<file path="src/rtl/lpad_pkg.sv">
// Shared types, constants and the trained weight table of the linear-predictor
// anomaly detector. Used by the core and the multiply-accumulate unit of the block and by its checker.
// Depends on nothing.
package lpad_pkg;

  // Default geometry
  localparam int TapsDefault       = 25;
  localparam int SampleBitsDefault = 10;

  // Fixed field widths
  localparam int WeightW   = 16;
  localparam int WeightIdxW = 6;
  localparam int BiasW     = 17;
  localparam int ThreshW   = 19;
  localparam int ConsecW   = 8;
  localparam int PredW     = 19;
  localparam int ErrW      = 19;
  localparam int RunW      = 8;
  localparam int CfgIdxW   = 2;
  localparam int CfgDataW  = 19;
  localparam int RoundShift = 11;

  // Saturation limits in sixteenths of a sample LSB
  localparam int signed PredMin = -262144;
  localparam int signed PredMax = 262143;
  localparam int        ErrMax  = 524287;

  // Register reset values
  localparam logic signed [BiasW-1:0] BiasReset   = 17'sd22292;
  localparam logic [ThreshW-1:0]      ThreshReset = 19'd226;
  localparam logic [ConsecW-1:0]      ConsecReset = 8'd3;

  // Register indexes
  localparam logic [CfgIdxW-1:0] RegBias   = 2'd0;
  localparam logic [CfgIdxW-1:0] RegThresh = 2'd1;
  localparam logic [CfgIdxW-1:0] RegConsec = 2'd2;

  // Verdict codes
  typedef enum logic [1:0] {
    ST_NORMAL  = 2'd0,
    ST_WARNING = 2'd1,
    ST_ANOMALY = 2'd2
  } status_e;

  // Control of the shared multiply-accumulate unit
  typedef struct packed {
    logic clr;
    logic en;
  } mac_ctrl_t;

  // Trained weights, signed Q1.15; the first one goes with the oldest sample
  function automatic logic signed [WeightW-1:0] lpad_weight(input logic [WeightIdxW-1:0] idx);
    logic signed [WeightW-1:0] w;
    case (idx)
      6'd0:  w = -16'sd2336;
      6'd1:  w = 16'sd5729;
      6'd2:  w = -16'sd2301;
      6'd3:  w = -16'sd2669;
      6'd4:  w = -16'sd3178;
      6'd5:  w = -16'sd3996;
      6'd6:  w = -16'sd2529;
      6'd7:  w = -16'sd1734;
      6'd8:  w = -16'sd10717;
      6'd9:  w = -16'sd1287;
      6'd10: w = -16'sd1794;
      6'd11: w = -16'sd13323;
      6'd12: w = -16'sd2134;
      6'd13: w = -16'sd587;
      6'd14: w = -16'sd1347;
      6'd15: w = -16'sd3339;
      6'd16: w = -16'sd936;
      6'd17: w = -16'sd1992;
      6'd18: w = 16'sd2688;
      6'd19: w = -16'sd3437;
      6'd20: w = -16'sd2551;
      6'd21: w = -16'sd441;
      6'd22: w = 16'sd3072;
      6'd23: w = -16'sd3294;
      6'd24: w = -16'sd2906;
      default: w = '0;
    endcase
    return w;
  endfunction

endpackage

</file>
<file path="src/rtl/lpad_window.sv">
// Ring window of past samples: one write port, one registered read port.
// Depends on nothing.
module lpad_window #(
  parameter int DEPTH = 25,
  parameter int WIDTH = 10
) (
  input  logic                     clk_i,
  input  logic                     we_i,
  input  logic [$clog2(DEPTH)-1:0] waddr_i,
  input  logic [WIDTH-1:0]         wdata_i,
  input  logic [$clog2(DEPTH)-1:0] raddr_i,
  output logic [WIDTH-1:0]         rdata_o
);

  logic [WIDTH-1:0] mem [DEPTH];
  logic [WIDTH-1:0] rdata_q;

  // Write new samples
  always_ff @(posedge clk_i) begin
    if (we_i) begin
      mem[waddr_i] <= wdata_i;
    end
  end

  // Register read data
  always_ff @(posedge clk_i) begin
    rdata_q <= mem[raddr_i];
  end

  assign rdata_o = rdata_q;

endmodule

</file>
<file path="src/rtl/lpad_mac.sv">
// Shared multiply-accumulate unit: one weight times one sample per enabled cycle.
// Depends on lpad_pkg for the control struct and the weight width.
module lpad_mac #(
  parameter int SAMPLE_BITS = 10,
  parameter int ACC_W       = 32
) (
  input  logic                             clk_i,
  input  logic                             rst_ni,
  input  lpad_pkg::mac_ctrl_t              ctrl_i,
  input  logic signed [lpad_pkg::WeightW-1:0] weight_i,
  input  logic [SAMPLE_BITS-1:0]           sample_i,
  output logic signed [ACC_W-1:0]          acc_o
);
  import lpad_pkg::*;

  localparam int ProdW = WeightW + SAMPLE_BITS + 1;

  logic signed [ProdW-1:0] prod;
  logic signed [ACC_W-1:0] acc_q;

  assign prod = weight_i * $signed({1'b0, sample_i});

  // Clear at item start, accumulate one tap per enabled cycle
  always_ff @(posedge clk_i or negedge rst_ni) begin
    if (!rst_ni) begin
      acc_q <= '0;
    end else if (ctrl_i.clr) begin
      acc_q <= '0;
    end else if (ctrl_i.en) begin
      acc_q <= acc_q + ACC_W'(prod);
    end
  end

  assign acc_o = acc_q;

endmodule

</file>
<file path="src/rtl/linear_predictor_anomaly_detector_core.sv">
// Top level of the linear-predictor anomaly detector: sequencer, registers,
// rounding, error and verdict. Depends on lpad_pkg, lpad_window, lpad_mac.
//
//   channel  | direction | handshake               | payload
//   ---------+-----------+-------------------------+--------------------------------------
//   s_axis   | in        | tvalid/tready           | tdata: sample
//   m_axis   | out       | tvalid/tready           | tdata: sample_echo, predicted,
//            |           |                         |        abs_error; tuser: status
//   cfg      | in        | cfg_we_i, no wait       | cfg_idx_i, cfg_data_i
//
// The first TAPS items after reset fill the window, one per cycle, no result.
// Each later item goes through all TAPS taps on the shared multiply-
// accumulate (the window memory read is registered), then a step to round
// and add the bias, then a step to judge. The judge step waits while the
// output register is full and not being taken. Reset needs no clearing
// pass; the window is written completely before any entry is read.
module linear_predictor_anomaly_detector_core #(
  parameter int TAPS        = lpad_pkg::TapsDefault,
  parameter int SAMPLE_BITS = lpad_pkg::SampleBitsDefault
) (
  input  logic                                   clk_i,
  input  logic                                   rst_ni,
  // sample, zero padded to whole bytes
  input  logic                                   s_axis_tvalid,
  output logic                                   s_axis_tready,
  input  logic [((SAMPLE_BITS+7)/8)*8-1:0]        s_axis_tdata,
  // sample_echo, predicted, abs_error, zero padded to whole bytes
  output logic                                   m_axis_tvalid,
  input  logic                                   m_axis_tready,
  output logic [((SAMPLE_BITS+38+7)/8)*8-1:0]     m_axis_tdata,
  // status
  output logic [1:0]                             m_axis_tuser,
  input  logic                                   cfg_we_i,
  input  logic [lpad_pkg::CfgIdxW-1:0]           cfg_idx_i,
  input  logic [lpad_pkg::CfgDataW-1:0]          cfg_data_i
);
  import lpad_pkg::*;

  localparam int OutTdataW = ((SAMPLE_BITS + 38 + 7) / 8) * 8;
  localparam int PtrW   = $clog2(TAPS);
  localparam int CntW   = $clog2(TAPS + 1);
  localparam int AccW   = WeightW + SAMPLE_BITS + 1 + $clog2(TAPS);
  localparam int PW     = AccW + 2;
  localparam int DiffW  = ((SAMPLE_BITS + 4 > PredW) ? SAMPLE_BITS + 4 : PredW) + 2;

  localparam logic [1:0] S_IDLE  = 2'd0;
  localparam logic [1:0] S_MAC   = 2'd1;
  localparam logic [1:0] S_PRED  = 2'd2;
  localparam logic [1:0] S_JUDGE = 2'd3;

  logic [1:0]              state_q, state_d;
  logic [PtrW-1:0]         oldest_q, oldest_d;
  logic [PtrW-1:0]         rd_addr_q, rd_addr_d;
  logic [CntW-1:0]         fill_q, fill_d;
  logic [CntW-1:0]         cnt_q, cnt_d;
  logic [RunW-1:0]         run_q, run_d;
  logic                    out_valid_q, out_valid_d;

  logic signed [BiasW-1:0] bias_q;
  logic [ThreshW-1:0]      thresh_q;
  logic [ConsecW-1:0]      consec_q;

  logic [SAMPLE_BITS-1:0]  sample_q;
  logic signed [PredW-1:0] pred_q;
  logic [SAMPLE_BITS-1:0]  out_sample_q;
  logic [PredW-1:0]        out_pred_q;
  logic [ErrW-1:0]         out_err_q;
  status_e                 out_status_q, status_d;

  logic                    in_acc;
  logic                    fill_phase;
  logic                    out_free;
  logic                    judge_go;
  logic                    mem_we;
  logic [SAMPLE_BITS-1:0]  mem_wdata;
  logic [SAMPLE_BITS-1:0]  rd_data;
  logic [SAMPLE_BITS-1:0]  in_sample;
  mac_ctrl_t               mac_ctrl;
  logic signed [WeightW-1:0] weight;
  logic signed [AccW-1:0]  acc;

  logic signed [PW-1:0]    rnd;
  logic signed [PW-1:0]    shifted;
  logic signed [PW-1:0]    pred_full;
  logic signed [PredW-1:0] pred_sat;
  logic signed [DiffW-1:0] diff;
  logic [DiffW-1:0]        mag;
  logic [ErrW-1:0]         err;
  logic                    over;
  logic [RunW-1:0]         run_inc;

  assign in_sample  = s_axis_tdata[SAMPLE_BITS-1:0];
  assign s_axis_tready = (state_q == S_IDLE);
  assign in_acc     = s_axis_tvalid && s_axis_tready;
  assign fill_phase = (fill_q < CntW'(TAPS));
  assign out_free   = !out_valid_q || m_axis_tready;
  assign judge_go   = (state_q == S_JUDGE) && out_free;

  // Window memory: fill writes on accept, judged samples at the end
  assign mem_we    = (in_acc && fill_phase) || judge_go;
  assign mem_wdata = (state_q == S_IDLE) ? in_sample : sample_q;

  lpad_window #(
    .DEPTH(TAPS),
    .WIDTH(SAMPLE_BITS)
  ) u_window (
    .clk_i  (clk_i),
    .we_i   (mem_we),
    .waddr_i(oldest_q),
    .wdata_i(mem_wdata),
    .raddr_i(rd_addr_q),
    .rdata_o(rd_data)
  );

  // Shared multiply-accumulate; the read data arrives in the cycle after its address
  assign mac_ctrl.clr = in_acc && !fill_phase;
  assign mac_ctrl.en  = (state_q == S_MAC) && (cnt_q != '0);
  assign weight       = lpad_weight(WeightIdxW'(cnt_q - 1'b1));

  lpad_mac #(
    .SAMPLE_BITS(SAMPLE_BITS),
    .ACC_W      (AccW)
  ) u_mac (
    .clk_i   (clk_i),
    .rst_ni  (rst_ni),
    .ctrl_i  (mac_ctrl),
    .weight_i(weight),
    .sample_i(rd_data),
    .acc_o   (acc)
  );

  // Round to sixteenths, add bias, saturate
  always_comb begin
    rnd       = PW'(acc) + PW'(1024);
    shifted   = rnd >>> RoundShift;
    pred_full = shifted + PW'(bias_q);
    if (pred_full < PW'(PredMin)) begin
      pred_sat = PredW'(PredMin);
    end else if (pred_full > PW'(PredMax)) begin
      pred_sat = PredW'(PredMax);
    end else begin
      pred_sat = PredW'(pred_full);
    end
  end

  // Absolute error and verdict
  always_comb begin
    diff    = $signed(DiffW'({sample_q, 4'b0000})) - DiffW'(pred_q);
    mag     = diff[DiffW-1] ? DiffW'(-diff) : DiffW'(diff);
    err     = (mag > DiffW'(ErrMax)) ? ErrW'(ErrMax) : ErrW'(mag);
    over    = (err > thresh_q);
    run_inc = (run_q == '1) ? run_q : run_q + 1'b1;
    if (over) begin
      run_d    = run_inc;
      status_d = (run_inc >= consec_q) ? ST_ANOMALY : ST_WARNING;
    end else begin
      run_d    = '0;
      status_d = ST_NORMAL;
    end
  end

  // Sequencer
  always_comb begin
    state_d     = state_q;
    oldest_d    = oldest_q;
    rd_addr_d   = rd_addr_q;
    fill_d      = fill_q;
    cnt_d       = cnt_q;
    out_valid_d = out_valid_q && !m_axis_tready;
    case (state_q)
      S_IDLE: begin
        if (in_acc) begin
          if (fill_phase) begin
            oldest_d = (oldest_q == PtrW'(TAPS - 1)) ? '0 : oldest_q + 1'b1;
            fill_d   = fill_q + 1'b1;
          end else begin
            rd_addr_d = oldest_q;
            cnt_d     = '0;
            state_d   = S_MAC;
          end
        end
      end
      S_MAC: begin
        rd_addr_d = (rd_addr_q == PtrW'(TAPS - 1)) ? '0 : rd_addr_q + 1'b1;
        cnt_d     = cnt_q + 1'b1;
        if (cnt_q == CntW'(TAPS)) begin
          state_d = S_PRED;
        end
      end
      S_PRED: begin
        state_d = S_JUDGE;
      end
      S_JUDGE: begin
        if (out_free) begin
          oldest_d    = (oldest_q == PtrW'(TAPS - 1)) ? '0 : oldest_q + 1'b1;
          out_valid_d = 1'b1;
          state_d     = S_IDLE;
        end
      end
      default: begin
        state_d = S_IDLE;
      end
    endcase
  end

  // Control registers
  always_ff @(posedge clk_i or negedge rst_ni) begin
    if (!rst_ni) begin
      state_q     <= S_IDLE;
      oldest_q    <= '0;
      rd_addr_q   <= '0;
      fill_q      <= '0;
      cnt_q       <= '0;
      run_q       <= '0;
      out_valid_q <= 1'b0;
    end else begin
      state_q     <= state_d;
      oldest_q    <= oldest_d;
      rd_addr_q   <= rd_addr_d;
      fill_q      <= fill_d;
      cnt_q       <= cnt_d;
      out_valid_q <= out_valid_d;
      if (judge_go) begin
        run_q <= run_d;
      end
    end
  end

  // Configuration registers; unknown indexes drop the write
  always_ff @(posedge clk_i or negedge rst_ni) begin
    if (!rst_ni) begin
      bias_q   <= BiasReset;
      thresh_q <= ThreshReset;
      consec_q <= ConsecReset;
    end else if (cfg_we_i) begin
      case (cfg_idx_i)
        RegBias:   bias_q   <= $signed(cfg_data_i[BiasW-1:0]);
        RegThresh: thresh_q <= cfg_data_i[ThreshW-1:0];
        RegConsec: consec_q <= cfg_data_i[ConsecW-1:0];
        default: begin
        end
      endcase
    end
  end

  // Payload registers
  always_ff @(posedge clk_i) begin
    if (in_acc) begin
      sample_q <= in_sample;
    end
    if (state_q == S_PRED) begin
      pred_q <= pred_sat;
    end
    if (judge_go) begin
      out_sample_q <= sample_q;
      out_pred_q   <= pred_q;
      out_err_q    <= err;
      out_status_q <= status_d;
    end
  end

  assign m_axis_tvalid = out_valid_q;
  assign m_axis_tdata  = OutTdataW'({out_err_q, out_pred_q, out_sample_q});
  assign m_axis_tuser  = out_status_q;

endmodule

</file>
<file path="config.mk">
export PLATFORM = sky130hd
export DESIGN_NAME = linear_predictor_anomaly_detector_core
export DESIGN_NICKNAME = d
export VERILOG_FILES = /design/src/rtl/lpad_pkg.sv /design/src/rtl/lpad_window.sv /design/src/rtl/lpad_mac.sv /design/src/rtl/linear_predictor_anomaly_detector_core.sv
export SDC_FILE = /design/constraint.sdc
export NUM_CORES = 1
export LEC_CHECK = 0
export BUFFER_PORTS_ARGS = -buffer_cell sky130_fd_sc_hd__buf_2
export CORE_AREA = 4 4 272 274
export DETAILED_ROUTE_END_ITERATION = 16
export DIE_AREA = 0 0 276 278
export PLACE_DENSITY = 0.64
export SETUP_SLACK_MARGIN = 0.02
export SYNTH_ARGS = -nofsm -noshare
export SYNTH_HDL_FRONTEND = slang
export SYNTH_SLANG_ARGS = --single-unit
</file>
<file path="constraint.sdc">
create_clock -name clk_i -period 25 [get_ports clk_i]
set_input_delay 5 -clock clk_i [delete_from_list [all_inputs] [get_ports clk_i]]
set_output_delay 5 -clock clk_i [all_outputs]
set_load 0.005 [all_outputs]
</file>
==> Word level (Yosys, flattened, before mapping) <==
Memories as Yosys holds them, arrays and structs flattened. A register that Yosys moved wholly into a read port is not among the register bits.
Cells that the tools add are included.
{ "classes": {"n_addsub": 11, "n_mul": 1, "magnitude_cmp": 6, "n_eq_ne": 14, "muxes": 31, "reduce_logical": 24} }
{ "ops": {"columns": ["cell", "count"], "rows": [
  ["32-bit two-way mux", 2],
  ["5-bit two-way mux", 9],
  ["19-bit two-way mux", 2],
  ["32-bit by 12-bit adder with 33-bit output (second input constant)", 1],
  ["32-bit by 27-bit adder with 32-bit output", 1],
  ["5-bit case mux with 2 select lines", 3],
  ["16-bit by 11-bit multiplier with 27-bit output", 1],
  ["22-bit by 17-bit adder with 23-bit output", 1],
  ["23-bit by 19-bit > comparator with 1-bit output (second input constant)", 1],
  ["23-bit by 19-bit < comparator with 1-bit output (second input constant)", 1],
  ["21-bit by 19-bit > comparator with 1-bit output (second input constant)", 1],
  ["21-bit two-way mux", 1],
  ["20-bit negator with 21-bit output", 1],
  ["5-bit by 1-bit adder with 5-bit output (second input constant)", 4],
  ["15-bit by 19-bit subtractor with 20-bit output", 1],
  ["19-bit > comparator", 1],
  ["16-bit two-way mux", 1],
  ["8-bit two-way mux", 2],
  ["5-bit == test (second input constant)", 3],
  ["10-bit two-way mux", 1],
  ["2-bit two-way mux", 5],
  ["8-bit by 1-bit adder with 8-bit output (second input constant)", 1],
  ["8-bit == test (second input constant)", 1],
  ["8-bit >= comparator", 1],
  ["other kinds (17)", 41]
]} }
{ "word_totals": {"ff_bits": 186, "ram_bits": 250, "rom_bits": 512, "inputBits": 42, "n_memories": 2} }
{ "memory_table": {"columns": ["name", "words", "width", "read_ports", "rd_ports_with_merged_regs", "wr", "line_no", "source"], "rows": [
  ["(no name shown)", 32, 16, 1, 0, 0, "lpad_pkg.sv:54", "case (idx)"],
  ["u_window.mem", 25, 10, 1, 1, 1, "lpad_window.sv:15", "logic [WIDTH-1:0] mem [DEPTH];"]
]} }

==> Logic depth before layout (Yosys ltp) <==
Gate-level depths: netlist of the first run.
{ "depth": {"depth_word": 7, "ltp_mapped": 32, "ltp_nobuf": 30} }

==> Modules after synthesis <==
Synthesis of the first run repeated with hierarchy kept, for this count alone.
{ "hier_totals": {"hier_cells": 2568, "hier_area_um2": 29543.3} }
{ "modules_own_cells": {"columns": ["mod", "n_inst", "cells_per_inst", "area_per_inst_um2", "seq_area_each_um2"], "rows": [
  ["linear_predictor_anomaly_detector_core", 1, 1025, 10232.3, 4265.3],
  ["lpad_window", 1, 480, 9978.3, 7707.4],
  ["lpad_mac", 1, 1063, 9332.7, 800.8]
]} }

==> Worst setup path before layout of the first run <==
No wires, ideal clock.
{ "synth_path": {"kind": "reg2reg", "start": "register cnt_q[1]", "end": "register u_mac.acc_q[31], in the netlist u_mac.acc_o[31]", "arrival_time_ps": 7897, "required_ps": 24874, "path_slack_ps": 16976, "path_stages_with_launch": 29, "n_path_buf": 1, "period_less_slack_ps": 8024, "cell_sequence": "dfrtp_1 -> clkbuf_1 -> inv_1 -> ha_1 -> inv_1 -> nor3_1 -> xnor2_1 -> nand2_1 -> a21oi_1 -> nor2_1 -> a311oi_1 -> and2_1 -> fa_1 -> fa_1 -> inv_1 -> fa_1 -> inv_1 -> fa_1 -> fa_1 -> ha_1 -> nand4_1 -> a211oi_1 -> o21ai_1 -> a21oi_1 -> o211ai_1 -> or4_1 -> o211ai_1 -> mux4_2 -> a311o_1"} }
{ "synth_via": {"elab_chain_cells": 7} }
{ "synth_rtl": {"columns": ["item", "line_no", "source"], "rows": [
  ["start: declaration", "linear_predictor_anomaly_detector_core.sv:55", "logic [CntW-1:0] cnt_q, cnt_d;"],
  ["start signal: assignment", "linear_predictor_anomaly_detector_core.sv:221", "cnt_q <= cnt_d;"],
  ["5-bit by 1-bit subtractor with 6-bit output", "linear_predictor_anomaly_detector_core.sv:118", "assign weight = lpad_weight(WeightIdxW'(cnt_q - 1'b1));"],
  ["memory 32 x 16 bit", null, null],
  ["16-bit two-way mux", "lpad_pkg.sv:54", null],
  ["16-bit by 11-bit multiplier with 27-bit output", "lpad_mac.sv:21", "assign prod = weight_i * $signed({1'b0, sample_i});"],
  ["32-bit by 27-bit adder with 32-bit output", "lpad_mac.sv:30", "acc_q <= acc_q + ACC_W'(prod);"],
  ["32-bit two-way mux", "lpad_mac.sv:29", "end else if (ctrl_i.en) begin"],
  ["32-bit two-way mux", "lpad_mac.sv:27", "end else if (ctrl_i.clr) begin"],
  ["end signal: assignment", "lpad_mac.sv:30", null],
  ["end: declaration", "lpad_mac.sv:19", "logic signed [ACC_W-1:0] acc_q;"]
]} }
Parallel ways exist; a longest one is shown, timed or not. The select of a mux whose other input is x is not followed.
A chain may end at the register's enable or synchronous reset.

==> Worst setup path after layout of the first run <==
{ "layout_path": {"start": "register cnt_q[0]", "end": "register u_mac.acc_q[31], in the netlist u_mac.acc_o[31]"} }
Same word-level chain as after synthesis.

==> run_results.csv, run 1 <==
group,metric,value,unit
outcome,status,"complete, no violations",
synthesis,synth_cell_types,85,
detailed_routing,drt_iter0_drc,1214,
detailed_routing,routed_wl,64600,um
die,core,71400,sq um
sta,skew,0.0269,ns
synthesis,synth_top_family_by_area,"adder cells",
clock_tree,cts_buffers,46,
sta,drv_slew,0,
synthesis,yosysMostFrequentCell,"edfxtp_1",
clock_tree,clkTransAtPathRegs,0.06,ns
sta,worst_pin_slew,1.20,ns
die,die-area,76700,sq um
clock_tree,ctsHoldBuffers,0,
die,die_width,276,um
setup_path,arrival,10.28,ns
detailed_routing,vias,18100,
sta,finalSetupViolCount,0,
global_route,overflow,0,
flow_run,drv_cap,0,
global_route,grt_first_pass_wirelength,104000,um
detailed_routing,viasPerCell,5.30,
synthesis,yosysTopAreaCellShare,34.8,%
sta,period_needed,9.83,ns
die,die_h,278,um
setup_path,crit_type,"register to register",
clock_tree,cts_resized,0,
detailed_routing,drc,0,
sta,fmax,0.102,GHz
synthesis,mappedNetlistNets,2746,
synthesis,synthTopCellsByCount,"329 x edfxtp_1, 300 x inv_1, 220 x nand2_1, 188 x fa_1, 150 x ha_1",
detailed_routing,wl_per_cell,18.9,um
synthesis,synth_top_area_cell,"edfxtp_1",
synthesis,async_flop_share,24.0,%
die,ios,94,
die,rows,98,
clock_tree,htreeDepth,2,
synthesis,synth_area_leaders,"edfxtp_1 35%, fa_1 13%, dfrtp_1 8.3%",
cells_and_area,fin_nets,2813,
global_route,grt_max_degree,59,
cells_and_area,drive_above_1_share,14.2,%
detailed_routing,dr.pass1.iters,5,
cells_and_area,post-route-util,44.1,%
setup_path,critPathSlowestCell,"and2_1",
sta,setup_tns,0,ns
synthesis,netlist_area,28400,sq um
setup_path,cp.required,25.45,ns
synthesis,yosysSeqAreaShare,44.9,%
placement,dp_hpwl,46800,um
synthesis,ys.flop_type,"edfxtp_1",
setup_path,start_kind,"register",
synthesis,yosys_warnings,0,
setup_path,cpPeakStageDelay,1.01,ns
synthesis,synth_fa_ha_area_share,19.8,%
synthesis,synthMuxAreaShare,8.84,%
sta,hold_violations,0,
cells_and_area,area_growth,10.8,%
synthesis,synth_xor_area_share,3.26,%
clock_tree,clock_sinks,446,
die,initial_core_util,39.8,%
clock_tree,root_buffer,"clkbuf_16",
synthesis,yosys.area_share.simple,9.49,%
clock_tree,cts_tree,"built",
placement,portBuffers,87,
sta,rsz0062_at_grt,"no",
global_route,globalRouteTotalUtil,16.7,%
synthesis,synth_edf_count,329,
clock_tree,clockBufferDepth,3,
setup_path,crit_fanout,29,
global_route,antenna_found_initial,0,
placement,globalplace.congestion,0.868,
clock_tree,cts_setup_buffers,0,
worst_hold_path,hold_class,"register to register",
cells_and_area,num_antenna_cells,0,
synthesis,syn_area_per_cell,12.0,sq um
sta,fin_crit_sh,39.3,%
synthesis,synth_cells,2366,
global_route,grt_pass1_vias,18700,
synthesis,synth_compound_area_share,8.47,%
detailed_routing,detail-route-antenna-nets,0,
sta,slew-limit-headroom,19.7,%
synthesis,synth_seq_cells,446,
setup_path,cp-end-kind,"register",
clock_tree,clk_latency,0.59,ns
## cells in the final DEF (no fill, tap or decap), types with 34 or more instances in the layout
cell / count
fa_1: 188
nor2_1: 110
xnor2_1: 76
inv_1: 300
nand3_1: 37
a21o_1: 34
mux4_2: 71
mux2_2: 66
and2_1: 57
dfrtp_1: 93
clkbuf_16: 46
edfxtp_1: 329
nand2_1: 220
buf_2: 86
o21ai_0: 103
ha_1: 150
a21oi_1: 103
## final cells by class
type	count	area [sq um]
tap	950	1190
clock buffer	60	1250
inverter	302	1130
sequential	446	12800
multi-input combinational	1534	14200
fill	6522	39900
clock inverter	26	375
timing repair buffer	103	558
## worst paths after layout
path                                          startpoint  depth (start not counted)  slack [ns]                          end
worst max-delay path                cnt_q[0]$_DFFE_PN0P_                         25       15.17  u_mac.acc_o[31]$_DFFE_PN0P_
worst min-delay path            pred_q[13]$_SDFFCE_PP0P_                          0        0.46     out_pred_q[13]$_DFFE_PP_
worst max register to register      cnt_q[0]$_DFFE_PN0P_                         25       15.17  u_mac.acc_o[31]$_DFFE_PN0P_
worst min register to register  pred_q[13]$_SDFFCE_PP0P_                          0        0.46     out_pred_q[13]$_DFFE_PP_
max in group asynchronous                         rst_ni                          2       19.15     rd_addr_q[0]$_DFFE_PN0P_
min in group asynchronous                         rst_ni                          1        4.53   u_mac.acc_o[3]$_DFFE_PN0P_
## layer usage
| layer | wire length, um | GRT usage (%) |
|---|---|---|
| met1 | 27800 | 22.4 |
| met2 | 31900 | 28.2 |
| met3 | 3160 | 2.54 |
| met4 | 1780 | 5.08 |
| met5 | 0 | 0 |
## worst max-delay path, delay by kind of cell (launching register included)
kind,cells,cell delay [ns]
buffers and inverters,4,0.57
adder cells (fa/ha/maj),7,3.43
AND/OR/NAND/NOR,3,1.85
flip-flops,1,0.55
multiplexers,1,0.53
AO/OA/AOI/OAI,10,2.75
## sequential cells by signal, indices dropped and copies added (netlist names), 8 cells and up
| name | cells |
|---|---|
| thresh_q | 19 |
| out_sample_q | 10 |
| pred_q | 19 |
| consec_q | 8 |
| run_q | 8 |
| out_err_q | 19 |
| sample_q | 10 |
| u_window.rdata_o | 10 |
| u_mac.acc_o | 32 |
| bias_q | 17 |
| out_pred_q | 19 |
| u_window.mem | 250 |
## metrics by stage
step,hold slack (ns),setup WS [ns],std cells,instance area (sq um)
after floorplan,0.421,16.98,2366,28400
after global placement,0.448,15.51,3335,29900
after detailed placement,0.458,15.19,3335,29900
after CTS,0.469,15.15,3421,31500
after global routing,0.460,14.56,3421,31500
final,0.463,15.17,3421,31500
## kinds of logic (layout without fill, tap and decap cells)
| group | count (synthesis) | after routing |
|---|---|---|
| XOR/XNOR | 105 | 105 |
| buffers and inverters | 386 | 491 |
| AO/OA/AOI/OAI | 375 | 375 |
| flip-flops | 446 | 446 |
| multiplexers | 154 | 154 |
| adder cells (fa/ha/maj) | 338 | 338 |
| AND/OR/NAND/NOR | 562 | 562 |
Power of run 1 is not shown: default switching activity piles up to over one toggle a cycle in this logic, so the estimate is an artifact.
==> inputs of run 2 (changes only) <==
ABC_AREA = 1   (was unset)
CORE_AREA = 4 4 276 278   (was 4 4 272 274)
DIE_AREA = 0 0 280 282   (was 0 0 276 278)
clock period = 10.2 ns   (was 25 ns; I/O delays follow)
==> run_results.csv, run 2 <==
group,metric,value,unit
synthesis,synth_cells,3153,
clock_tree,cts_buffers,45,
synthesis,synth_edf_count,329,
global_route,grt_max_degree,82,
detailed_routing,viasPerCell,5.12,
clock_tree,cts_setup_buffers,0,
global_route,antenna_found_initial,0,
worst_hold_path,hold_class,"register to register",
sta,fin_crit_sh,74.7,%
synthesis,ys.flop_type,"edfxtp_1",
placement,portBuffers,87,
cells_and_area,num_antenna_cells,0,
die,rows,100,
clock_tree,clk_latency,0.60,ns
global_route,globalRouteTotalUtil,18.3,%
cells_and_area,drive_above_1_share,7.20,%
cells_and_area,layout_commonest_cell,"nand2_1",
placement,globalplace.congestion,0.907,
die,die_width,280,um
setup_path,crit_type,"register to register",
global_route,grt_util_met2,29.9,%
sta,setup_tns,0,ns
global_route,grt_first_pass_wirelength,115000,um
die,die_h,282,um
die,initial_core_util,39.5,%
cells_and_area,nFillCells,7115,
setup_path,arrival,8.06,ns
detailed_routing,wl_per_cell,17.1,um
placement,dp_hpwl,53300,um
sta,fmax,0.131,GHz
global_route,met1_usage,25.4,%
synthesis,mappedNetlistNets,3533,
synthesis,yosysMostFrequentCell,"nand2_1",
worst_hold_path,min_to,"out_pred_q[4]$_DFFE_PP_",
detailed_routing,detail-route-antenna-nets,0,
sta,drv_slew,0,
synthesis,synth_seq_cells,446,
sta,hold_violations,0,
detailed_routing,routed_wl,72300,um
synthesis,yosysTopAreaCellShare,33.9,%
sta,rsz0062_at_grt,"no",
sta,slew-limit-headroom,20.4,%
cells_and_area,area_growth,9.91,%
cells_and_area,fin_nets,3592,
synthesis,synth_cell_types,59,
clock_tree,htreeDepth,2,
die,die-area,79000,sq um
synthesis,async_flop_share,24.0,%
detailed_routing,drc,0,
setup_path,rrSetupSlack,2.58,ns
global_route,gr-usage-met3,2.63,%
synthesis,synthTopCellsByCount,"583 x nand2_1, 509 x inv_1, 345 x nor2_1, 329 x edfxtp_1, 289 x o21ai_0",
synthesis,syn_area_per_cell,9.25,sq um
worst_hold_path,hold_path_startpoint,"pred_q[4]$_SDFFCE_PP0P_",
clock_tree,cts_tree,"built",
setup_path,start_kind,"register",
clock_tree,ctsHoldBuffers,0,
global_route,gr-max-usage-layer,"met2",
sta,period_needed,7.62,ns
global_route,overflow,0,
detailed_routing,dr.pass1.iters,5,
setup_path,cp.required,10.64,ns
sta,finalSetupViolCount,0,
cells_and_area,most-common-layout-cells,"583 x nand2_1, 507 x inv_1, 344 x nor2_1, 329 x edfxtp_1, 289 x o21ai_0",
setup_path,cp-end-kind,"register",
clock_tree,cts_resized,0,
setup_path,crit_fanout,21,
flow_run,drv_cap,0,
outcome,status,"complete, no violations",
setup_path,r2r-end,"u_mac.acc_o[30]$_DFFE_PN0P_",
global_route,grt_pass1_vias,21200,
synthesis,yosys_warnings,0,
setup_path,r2r-start,"cnt_q[1]$_DFFE_PN0P_",
sta,skew,0.0227,ns
synthesis,synth_top_area_cell,"edfxtp_1",
setup_path,reg2regPathDepth,26,
clock_tree,clkTransAtPathRegs,0.06,ns
synthesis,netlist_area,29200,sq um
cells_and_area,largest_reg_flops,250,
synthesis,yosysSeqAreaShare,43.8,%
sta,worst_pin_slew,1.19,ns
clock_tree,clock_sinks,446,
die,core,73900,sq um
synthesis,synth_area_leaders,"edfxtp_1 34%, fa_1 13%, dfrtp_1 8.1%",
detailed_routing,vias,21600,
clock_tree,root_buffer,"clkbuf_16",
detailed_routing,drt_iter0_drc,1479,
die,ios,94,
worst_hold_path,whs_path_depth,0,
clock_tree,clockBufferDepth,3,
cells_and_area,largest_register,"u_window.mem",
[run 2: cells by family after synthesis]
group	after synthesis	synth area share [%]
and+or+nand+nor	1145	16.3
buffers and inverters	606	7.90
AOI/OAI and AO/OA	549	10.6
DFF	446	43.8
adders and majority gates	338	19.3
xor gates and xnor gates	69	2.16
[run 2: stage by stage]
stage	instances	utilization (%)	hold slack [ns]	setup WS (ns)	instance area [sq um]
3_3_place_gp	4134	41.3	0.450	2.63	30600
4_1_cts	4218	43.4	0.482	2.58	32100
3_5_place_dp	4134	41.3	0.439	2.58	30600
2_1_floorplan	3153	-	0.426	3.51	29200
6_report	4218	43.4	0.478	2.58	32100
5_1_grt	4218	43.4	0.500	1.98	32100
[run 2: cell type report]
| type | count | area, sq um | area share [%] |
|---|---|---|---|
| Multi-Input combinational cell | 2101 | 14100 | 44.0 |
| Sequential cell | 446 | 12800 | 39.9 |
| Inverter | 521 | 1960 | 6.11 |
| Tap cell | 969 | 1210 | 3.78 |
| Clock buffer | 53 | 1190 | 3.70 |
| Timing Repair Buffer | 97 | 513 | 1.60 |
| Clock inverter | 31 | 319 | 0.995 |
[run 2: worst max path at each step]
stage,start,endpoint,slack [ns],depth (start not counted)
finish,cnt_q[1]$_DFFE_PN0P_,u_mac.acc_o[30]$_DFFE_PN0P_,2.58,26
global route,cnt_q[1]$_DFFE_PN0P_,u_mac.acc_o[30]$_DFFE_PN0P_,1.98,27
CTS,cnt_q[1]$_DFFE_PN0P_,u_mac.acc_o[30]$_DFFE_PN0P_,2.58,26
detailed placement,cnt_q[1]$_DFFE_PN0P_,u_mac.acc_o[30]$_DFFE_PN0P_,2.58,26
global placement,cnt_q[1]$_DFFE_PN0P_,u_mac.acc_o[30]$_DFFE_PN0P_,2.63,26
floorplan,cnt_q[1]$_DFFE_PN0P_,u_mac.acc_o[29]$_DFFE_PN0P_,3.51,28
[run 2: per-layer routing]
| metal | vias up | wire, um |
|---|---|---|
| met5 | - | 0 |
| met4 | 0 | 2020 |
| met3 | 118 | 3720 |
| met2 | 554 | 33500 |
| met1 | 10400 | 33100 |
| li1 | 10500 | - |
[run 2: critical path, cell delays in order, from the launching register on]
cell,delay [ns]
dfrtp_1,0.47
inv_1,0.20
ha_1,0.28
inv_1,0.06
ha_1,0.66
a21oi_2,0.22
o21ai_2,0.20
nand2_2,0.11
a21oi_4,0.25
nand2_1,0.21
fa_1,0.54
inv_1,0.23
fa_1,0.46
inv_1,0.21
fa_1,0.68
fa_1,0.63
inv_1,0.06
fa_1,0.49
ha_1,0.40
a21oi_1,0.25
o21bai_1,0.09
a21oi_1,0.15
o21ai_0,0.10
a21oi_1,0.13
nand2_1,0.08
o21ai_0,0.20
o21ai_0,0.12
Power of run 2 is left out for the same reason.
